**src/sv/gha_pkg.sv**
```systemverilog
// shared types and defaults for the grouped handle allocator
package gha_pkg;

  localparam int GroupsDef = 16;
  localparam int HandlesPerGroupDef = 256;

  typedef enum logic [1:0] {
    ACT_ALLOC = 2'd0,
    ACT_FREE  = 2'd1,
    ACT_GET   = 2'd2,
    ACT_SET   = 2'd3
  } action_e;

  typedef enum logic [2:0] {
    STS_OK       = 3'd0,
    STS_ZERO     = 3'd1,
    STS_RANGE    = 3'd2,
    STS_INACTIVE = 3'd3,
    STS_FREED    = 3'd4,
    STS_CORRUPT  = 3'd5,
    STS_NONE     = 3'd6
  } status_e;

  typedef enum logic [3:0] {
    S_IDLE,
    S_DIV,
    S_ACC,
    S_UPD,
    S_SCAN,
    S_SETUP,
    S_GRP,
    S_POP,
    S_DONE
  } state_e;

endpackage

```
**src/sv/gha_div.sv**
```systemverilog
// reciprocal-multiply splitter that turns an entry index into group and local index
module gha_div import gha_pkg::*; #(
  parameter int GROUPS = GroupsDef,
  parameter int HANDLES_PER_GROUP = HandlesPerGroupDef,
  localparam int GW = (GROUPS > 1) ? $clog2(GROUPS) : 1,
  localparam int LW = $clog2(HANDLES_PER_GROUP),
  localparam int Shift = 16 + LW,
  localparam longint unsigned Recip =
    ((64'd1 << Shift) + 64'(HANDLES_PER_GROUP) - 64'd1) / 64'(HANDLES_PER_GROUP)
) (
  input  logic          clk_i,
  input  logic          rst_ni,
  input  logic          start_i,
  input  logic [15:0]   num_i,
  output logic          done_o,
  output logic [GW-1:0] quot_o,
  output logic [LW-1:0] rem_o
);

  logic          step_q, done_q;
  logic [15:0]   num_q;
  logic [GW-1:0] quot_q;
  logic [LW-1:0] rem_q;
  logic [16:0]   recip;
  logic [32:0]   prod;
  logic [15:0]   back;

  // quotient is exact for any 16-bit index with this shift
  assign recip = 17'(Recip);
  assign prod  = 33'(num_i) * 33'(recip);
  assign back  = 16'(quot_q) * 16'(HANDLES_PER_GROUP);

  always_ff @(posedge clk_i or negedge rst_ni) begin
    if (!rst_ni) begin
      step_q <= 1'b0;
      done_q <= 1'b0;
    end else begin
      step_q <= start_i;
      done_q <= step_q;
    end
  end

  always_ff @(posedge clk_i) begin
    if (start_i) begin
      num_q  <= num_i;
      quot_q <= prod[Shift +: GW];
    end
    if (step_q) begin
      rem_q <= LW'(num_q - back);
    end
  end

  assign done_o = done_q;
  assign quot_o = quot_q;
  assign rem_o  = rem_q;

endmodule

```
**config.mk**
```make
export PLATFORM = sky130hd
export DESIGN_NAME = gha_div
export DESIGN_NICKNAME = d
export VERILOG_FILES = /design/src/sv/gha_pkg.sv /design/src/sv/gha_div.sv
export SDC_FILE = /design/constraint.sdc
export NUM_CORES = 1
export LEC_CHECK = 0
export BUFFER_PORTS_ARGS = -buffer_cell sky130_fd_sc_hd__buf_2
export CAP_MARGIN = 20
export CORE_AREA = 2 2 43 45
export DETAILED_ROUTE_END_ITERATION = 12
export DIE_AREA = 0 0 45 47
export PLACE_DENSITY = 0.71
export SETUP_SLACK_MARGIN = 0.4
export SKIP_LAST_GASP = 1
export SLEW_MARGIN = 20
export SYNTH_ARGS = -nofsm -noshare
export SYNTH_HDL_FRONTEND = slang
export SYNTH_SLANG_ARGS = --single-unit
```
**constraint.sdc**
```tcl
create_clock -name clk_i -period 0.99 [get_ports clk_i]
set_input_delay 0 -clock clk_i [delete_from_list [all_inputs] [get_ports clk_i]]
set_output_delay 0 -clock clk_i [all_outputs]
set_load 0.05 [all_outputs]
```
Yosys cells after proc, flatten, opt, wreduce, memory -nomap -nowiden
Index checks and enable logic that the tools add are counted.
{ "op_classes": {"n_addsub": 1} }
{ "op_table": {"columns": ["op", "count"], "rows": [
  ["$sub 8x1->8 const B", 1]
]} }
{ "word_totals": {"in_bits": 19, "reg_bits": 22, "output_inout_bits": 13} }

Longest topological paths before layout
Gate-level depths: netlist of run 1.
{ "depth": {"word_depth": 1, "depth_mapped": 0, "mapped_depth_nobuf": 0} }

Worst setup path after synthesis of run 1
OpenSTA, ideal clock, no wires.
{ "synth_path": {"kind": "register to register", "start": "reg step_q", "end": "reg rem_q[0], in the netlist rem_o[0] (enable)", "path_stages_with_launch": 1, "slack_ns": 0.197, "t_arrival_ns": 0.463, "period_less_slack_ns": 0.793, "setup_ns": 0.330, "cell_sequence": "dfrtp_1"} }
{ "synth_rtl": {"columns": ["item", "line", "source"], "rows": [
  ["start: declaration", "gha_div.sv:20", "logic step_q, done_q;"],
  ["start signal: assignment", "gha_div.sv:38", "step_q <= start_i;"],
  ["end signal: assignment", "gha_div.sv:49", "rem_q <= LW'(num_q - back);"],
  ["end: declaration", "gha_div.sv:23", "logic [LW-1:0] rem_q;"]
]} }
No word-level cell between the ends.

Final worst setup path of run 1
{ "layout_path": {"start": "reg quot_q[1], in the netlist quot_o[1]", "end": "out quot_o[1]"} }
{ "layout_rtl": {"columns": ["item", "line", "source"], "rows": [
  ["start: declaration", "gha_div.sv:22", "logic [GW-1:0] quot_q;"],
  ["start signal: assignment", "gha_div.sv:46", "quot_q <= prod[Shift +: GW];"],
  ["end: declaration", "gha_div.sv:16", "output logic [GW-1:0] quot_o,"]
]} }
No word-level cell between the ends.

==> run summary, run 1 <==
TNS Setup - 0 ns
RSZ-0062 raised after global routing - true
total grt overflow - 0
sequential fraction of the synthesis area - 1.000
slowest stage cell on the critical path - edfxtp_1
# port buffers - 27
drt pass-1 iters - 4
row count - 15
Die W - 45 um
CP max stage delay - 0.41 ns
vias - 383
final setup violation count - 0
worst-path fanout max - 1
H-tree Lvls - 1
Final Hold Viols - 1
Worst-path clk slew - 0.11 ns
Worst-Margin Slew - 0.2698 ns
CTS Buffer Depth - 2
CTS Hold Bufs - 13
Remaining DRCs - 0
hold depth - 1
critical path arrival - 0.86 ns
io pins - 32
Starting Density - 0.3939
Yosys warnings - 0
Max VDD drop - 0.0009455 V
share of layout cells above drive strength 1 - 0.5000
crit share post-route - 0.8734
commonest cells after routing, fill and taps aside - edfxtp_1 (20), buf_6 (15), buf_2 (14)
failing checks - hold timing
antenna violations before repair - 0
Syn Nets - 41
fin util - 0.6545
Rel. slew slack - 0.8201
outcome - complete, but fails checks
CTS buffer count - 3
Synth Area in Compound Gates - 0
maxcap violations - 0
Crit path max-delay family - flip-flops
Max Fclk - 1156 MHz
mux contribution to synthesized area - 0
gpl congestion - 0.6847
unique cell type count in the Yosys netlist - 2
global-route usage over all layers - 0.1113
Post-Syn Area per Cell - 29.57 um2
drt initial violations - 1
skew final - 0.002274 ns
core area - 0.001652 mm2
routed len/inst - 12.46 um
area of the mapped netlist - 650.6 um2
worst reg2reg path depth - 1
vias in the first global route - 415
Simple-Gate Fraction of Synth Area - 0
cell count after synthesis - 22
dpl cell area - 808.3 um2
Final Max Tran Viols - 0
Crit. End Element - output pin
total power divided by cell area - 1799 mW/mm2
Worst Path Required - 0.99 ns
area delta synth->final - 66.15%
critical path type - reg -> out
LEAKAGE - 0.4480 nW
CTS root buf - clkbuf_4
Num Clock Sinks - 22
#FFs+latches synth - 22
CP Depth - 1
Multi-input gate area - 0 um2
worst min path class - in -> reg
clk_lat worst skew - 0.29 ns
Tmin final - 0.8647 ns
WHS - -0.03803 ns
post-route antenna net violation count - 0
commonest non-fill, non-tap cell in the layout - edfxtp_1
#MultiIn Comb - 0
CP cell instances - buf_6
Buf/Inv on CP - 1
TritonCTS clock tree - yes
adder-cell share of the synthesized area - 0
crit path launch type - flip-flop
largest net degree at the start of global routing - 14
Final Instance Area - 0.001081 mm2
die area - 0.002115 mm2
Routed WL - 1059 um
Vias/cell - 4.506
first-pass GRT wire length - 1566 um
Antenna Cells - 0
XOR/XNOR Fraction of Synth Area - 0
Layout Nets - 88
die height - 47 um
==> power by group <==
group | total (mW) | internal [mW] | switching, mW
sequential | 1.13 | 1.10 | 0.0291
combinational | 0.350 | 0.144 | 0.206
clock | 0.467 | 0.224 | 0.243
total | 1.95 | 1.47 | 0.478
==> state kept, by name, indices dropped and copies added, names as in the netlist <==
register	cells
quot_o	4
done_o	1
step_q	1
num_q	8
rem_o	8
==> cells in the mapped netlist, drive strengths merged <==
| master | count | area share |
|---|---|---|
| dfrtp | 2 | 0.077 |
| edfxtp | 20 | 0.92 |
==> through the flow <==
| step | worst slack (ns) | std cells | total power, mW |
|---|---|---|---|
| after floorplan | 0.2636 | 22 | 1.304 |
| after global placement | 0.2439 | 66 | 1.378 |
| after detailed placement | 0.2316 | 66 | 1.384 |
| after CTS | 0.1126 | 85 | 1.954 |
| after global routing | 0.07640 | 85 | 2.009 |
| final | 0.1253 | 85 | 1.945 |
==> cell type report <==
| type | count | area, um2 |
|---|---|---|
| Tap cell | 17 | 21.27 |
| Sequential cell | 22 | 651.9 |
| Clock buffer | 4 | 36.28 |
| Timing Repair Buffer | 42 | 371.6 |
| Fill cell | 119 | 570.5 |
==> repair_timing <==
action	CTS	global route
hold endpoints to repair	15	1
endpoints found under the setup margin	30	31
cloned	0	0
resized for setup	30	1
setup buffers	2	0
==> cells by family (layout without fill, tap and decap cells) <==
group / Yosys count / in the layout
buf+inv: 0 / 46
flops: 22 / 22
==> final timing paths <==
path / start / endpoint / slack, ns
worst max-delay path: quot_o[1] / quot_o[1] / 0.13
worst min-delay path: start_i / step_q / -0.04
worst max register to register: step_q / rem_o[0] / 0.21
worst min register to register: num_q[4] / rem_o[4] / 0.43
max in group asynchronous: rst_ni / step_q / 0.84
min in group asynchronous: rst_ni / step_q / 0.04
==> routing by layer <==
layer	GRT usage	part of all wire	vias to the layer above
li1	-	-	179
met2	0.2371	0.59	19
met5	0	0	-
met1	0.08397	0.32	185
met4	0.03529	0	0
met3	0.05000	0.084	0
Power figures use the tool's default switching activity.
==> inputs of run 2 (changes only) <==
Settings changed: CORE_AREA 2 2 43 45 to 2 2 42 44, DIE_AREA 0 0 45 47 to 0 0 44 46, PLACE_DENSITY 0.71 to 0.74.
Clock period 0.99 ns to 1.05 ns, I/O delays scaled along.
==> run 2 against run 1 <==
Effect of this change: critical endpoint is now quot_o[2]; core utilization rose by 3.0 points; via count grew 0.78%; clock power grew 38%; sequential share of layout area shrank 1.3 points; worst setup slack improved by 0.0083 ns; the run still ends with hold timing left; largest cell class unchanged; flip-flop and latch count is the same; sequential power fell by 5%; first-iteration DRC count increased to 8.0 times the previous value.
==> run summary, run 2 (synthesized netlist as in run 1, its figures left out) <==
CTS Buffer Depth - 2
crit path launch type - flip-flop
worst-path fanout max - 1
Buf/Inv on CP - 1
CP cell instances - buf_6
Layout Nets - 89
total power divided by cell area - 1852 mW/mm2
slowest stage cell on the critical path - edfxtp_1
Die W - 44 um
skew final - 0.01217 ns
global-route usage over all layers - 0.1386
CTS root buf - clkbuf_4
clk_lat worst skew - 0.31 ns
worst reg2reg path depth - 1
Rel. slew slack - 0.8181
failing checks - hold timing
LEAKAGE - 0.4503 nW
Worst-Margin Slew - 0.2729 ns
drt initial violations - 8
first-pass GRT wire length - 1828 um
vias in the first global route - 416
critical path type - reg -> out
core area - 0.001614 mm2
Routed WL - 1265 um
io pins - 32
Multi-input gate area - 0 um2
gpl congestion - 0.5984
worst min path class - in -> async
commonest non-fill, non-tap cell in the layout - edfxtp_1
Final WS setup - 0.1336 ns
crit share post-route - 0.8728
outcome - complete, but fails checks
maxcap violations - 0
Starting Density - 0.4031
routed len/inst - 14.71 um
vias - 386
drt pass-1 iters - 2
Vias/cell - 4.488
# port buffers - 27
Fillers - 110
largest net degree at the start of global routing - 14
die height - 46 um
share of layout cells above drive strength 1 - 0.4928
row count - 15
Max VDD drop - 0.0008956 V
Setup WS pre-CTS - 0.2918 ns
Final Max Tran Viols - 0
area delta synth->final - 69.81%
post-route antenna net violation count - 0
CP Depth - 1
critical path arrival - 0.92 ns
Remaining DRCs - 0
Tmin final - 0.9164 ns
CTS buffer count - 3
antenna violations before repair - 0
final setup violation count - 0
Worst-path clk slew - 0.13 ns
WHS - -0.01543 ns
Num Clock Sinks - 22
#MultiIn Comb - 0
TritonCTS clock tree - yes
Antenna Cells - 0
Final Hold Viols - 2
Crit. End Element - output pin
RSZ-0062 raised after global routing - true
commonest cells after routing, fill and taps aside - edfxtp_1 (20), buf_6 (15), dlygate4sd3_1 (14), buf_2 (14), clkbuf_4 (3)
Max Fclk - 1091 MHz
TNS Setup - 0 ns
die area - 0.002024 mm2
H-tree Lvls - 1
total grt overflow - 0
Worst Path Required - 1.05 ns
Crit path max-delay family - flip-flops
CP max stage delay - 0.43 ns
## run 2: cell count changes in the layout (fill, tap and decap cells not counted)
cell            delta
dlygate4sd3_1      +2
clkbuf_8           -1
dlymetal6s4s_1     -1
bufinv_16          +1
## run 2: stage by stage
| step | hold WS (ns) | power [mW] | instances | utilization | instance area [um2] |
|---|---|---|---|---|---|
| final | -0.01543 | 2.046 | 86 | 0.6845 | 1105 |
| after global routing | 0.0007260 | 2.104 | 86 | 0.6845 | 1105 |
| after CTS | 0.0006987 | 2.032 | 86 | 0.6845 | 1105 |
| after detailed placement | -0.2121 | 1.306 | 66 | 0.5008 | 808.3 |
| after global placement | -0.2119 | 1.298 | 66 | 0.5008 | 808.3 |
| after floorplan | -0.2956 | 1.230 | 22 | - | 651.9 |
## run 2: final timing paths
path,startpoint,slack (ns),end
max,quot_o[2],0.13,quot_o[2]
min,rst_ni,-0.02,step_q
max reg2reg,step_q,0.24,rem_o[6]
min reg2reg,num_q[2],0.44,rem_o[2]
max in group asynchronous,rst_ni,0.96,step_q
min in group clk_i,start_i,0.07,quot_o[1]
## run 2: power breakdown
group | internal (mW) | switching [mW] | total [mW] | leakage (nW)
Clock | 0.386 | 0.259 | 0.644 | 0.0279
Sequential | 1.04 | 0.0303 | 1.07 | 0.218
Combinational | 0.138 | 0.197 | 0.335 | 0.204
## run 2: repair_timing
| action | in CTS | in global routing |
|---|---|---|
| resized for setup | 30 | 0 |
| setup buffers | 2 | 0 |
| cloned | 0 | 0 |
| endpoints found under the setup margin | 22 | 26 |
| hold buffers | 14 | 0 |
| endpoints found under the hold margin | 15 | 0 |
## run 2: per-layer routing
metal / up-vias / GRT usage / part of all wire / wire length [um]
met3: 4 / 0.02381 / 0.065 / 82
met1: 175 / 0.1326 / 0.32 / 406
met4: 0 / 0.07879 / 0.030 / 38
met2: 26 / 0.2735 / 0.58 / 738
li1: 181 / - / - / -
met5: - / 0 / 0 / 0
## run 2: layout make-up
type                  instances  area [um2]  area share
clock inverter                1       30.03     0.02718
timing repair buffer         43       379.1      0.3431
tap                          17       21.27     0.01925
clock buffer                  3       22.52     0.02039
sequential                   22       651.9      0.5900
==> inputs of run 3 (changes only) <==
Clock period 1.05 ns to 1.2 ns, I/O delays scaled along.
==> run 3 against run 2 <==
Effect of this change: the flow now finishes without violations; register-to-register slack better by 0.19 ns; non-clock buffer count is 1 lower; core utilization is 1.8 points lower; via count is 1.3% lower; cell count is 1.2% lower; clock power is 41% lower; clock skew is 0.010 ns lower; critical endpoint is now quot_o[1]; largest power group unchanged; highest routed layer unchanged.
==> run summary, run 3 (synthesized netlist as in run 1, its figures left out) <==
dpl cell area - 807.0 um2
Crit path max-delay family - flip-flops
LEAKAGE - 0.4354 nW
die height - 46 um
Tmin final - 0.8705 ns
Final Instance Area - 0.001076 mm2
Die W - 44 um
die area - 0.002024 mm2
clk_lat worst skew - 0.29 ns
final setup violation count - 0
global-route usage over all layers - 0.1109
H-tree Lvls - 1
Max Fclk - 1149 MHz
post-route antenna net violation count - 0
Worst-Margin Slew - 0.2633 ns
drt initial violations - 14
Final Hold Viols - 0
Max VDD drop - 0.0009906 V
Final Max Tran Viols - 0
CP cell instances - buf_6
overall power - 1.598 mW
Met1 Wirelength - 354 um
CTS root buf - clkbuf_4
routed len/inst - 12.28 um
gpl congestion - 0.6106
TritonCTS clock tree - yes
Starting Density - 0.4031
largest net degree at the start of global routing - 14
antenna violations before repair - 0
met3 WL post-DR - 77 um
maxcap violations - 0
Num Clock Sinks - 22
outcome - complete, no violations
Worst-path clk slew - 0.11 ns
CP max stage delay - 0.41 ns
first-pass GRT wire length - 1531 um
drt pass-1 iters - 4
Multi-input gate area - 0 um2
#MultiIn Comb - 0
area delta synth->final - 65.38%
commonest cells after routing, fill and taps aside - edfxtp_1 (20), dlygate4sd3_1 (15), buf_2 (14)
met2 wire length - 597 um
crit path launch type - flip-flop
row count - 15
RSZ-0062 raised after global routing - true
worst-path fanout max - 1
total power divided by cell area - 1485 mW/mm2
Antenna Cells - 0
# port buffers - 27
Buf/Inv on CP - 1
core area - 0.001614 mm2
Layout Nets - 88
slowest stage cell on the critical path - edfxtp_1
Top Layer Used - met4
commonest non-fill, non-tap cell in the layout - edfxtp_1
CTS buffer count - 3
Routed WL - 1044 um
CTS Buffer Depth - 2
Worst Path Required - 1.20 ns
Rel. slew slack - 0.8244
Crit. End Element - output pin
vias in the first global route - 391
Vias/cell - 4.482
critical path arrival - 0.87 ns
Remaining DRCs - 0
total grt overflow - 0
TNS Setup - 0 ns
vias - 381
critical path type - reg -> out
worst min path class - in -> reg
skew final - 0.001944 ns
io pins - 32
share of layout cells above drive strength 1 - 0.4706
crit share post-route - 0.7254
## run 3: through the flow
stage	hold WS (ns)	utilization	instances	setup slack (ns)
finish	0.08995	0.6667	85	0.3295
global route	0.08089	0.6667	85	0.2857
CTS	0.07665	0.6667	85	0.2993
detailed placement	-0.2096	0.5000	66	0.3496
global placement	-0.2114	0.5000	66	0.3775
floorplan	-0.2956	-	22	0.4073
## run 3: worst paths after layout
| kind | start | to | slack (ns) | cells past startpoint |
|---|---|---|---|---|
| max reg2reg | step_q | rem_o[7] | 0.43 | 0 |
| max in group asynchronous | rst_ni | step_q | 0.48 | 3 |
| min | start_i | quot_o[3] | 0.09 | 1 |
| max | quot_o[1] | quot_o[1] | 0.33 | 1 |
| min reg2reg | num_q[5] | rem_o[5] | 0.43 | 0 |
| min in group asynchronous | rst_ni | done_o | 0.59 | 3 |
## run 3: layout make-up
type                  instances  area [um2]
Fill cell                   116       538.0
Sequential cell              22       651.9
Timing Repair Buffer         42       366.6
Tap cell                     17       21.27
Clock buffer                  4       36.28
## run 3: repair_timing
action | 4_1_cts | 5_1_grt
setup endpoints to repair | 21 | 13
hold buffers | 15 | 0
gates resized for setup | 27 | 0
endpoints found under the hold margin | 15 | 0
buffers inserted | 0 | 0
## run 3: power breakdown
group | switching [mW] | internal (mW) | total [mW]
logic | 0.166 | 0.116 | 0.282
clock network | 0.197 | 0.184 | 0.382
registers | 0.0276 | 0.907 | 0.934
## run 3: metal layers
layer  global-route usage  vias to the layer above
li1                     -                      179
met1               0.1026                      173
met2               0.2176                       27
met3              0.04365                        2
met4              0.03636                        0
met5                    0                        -
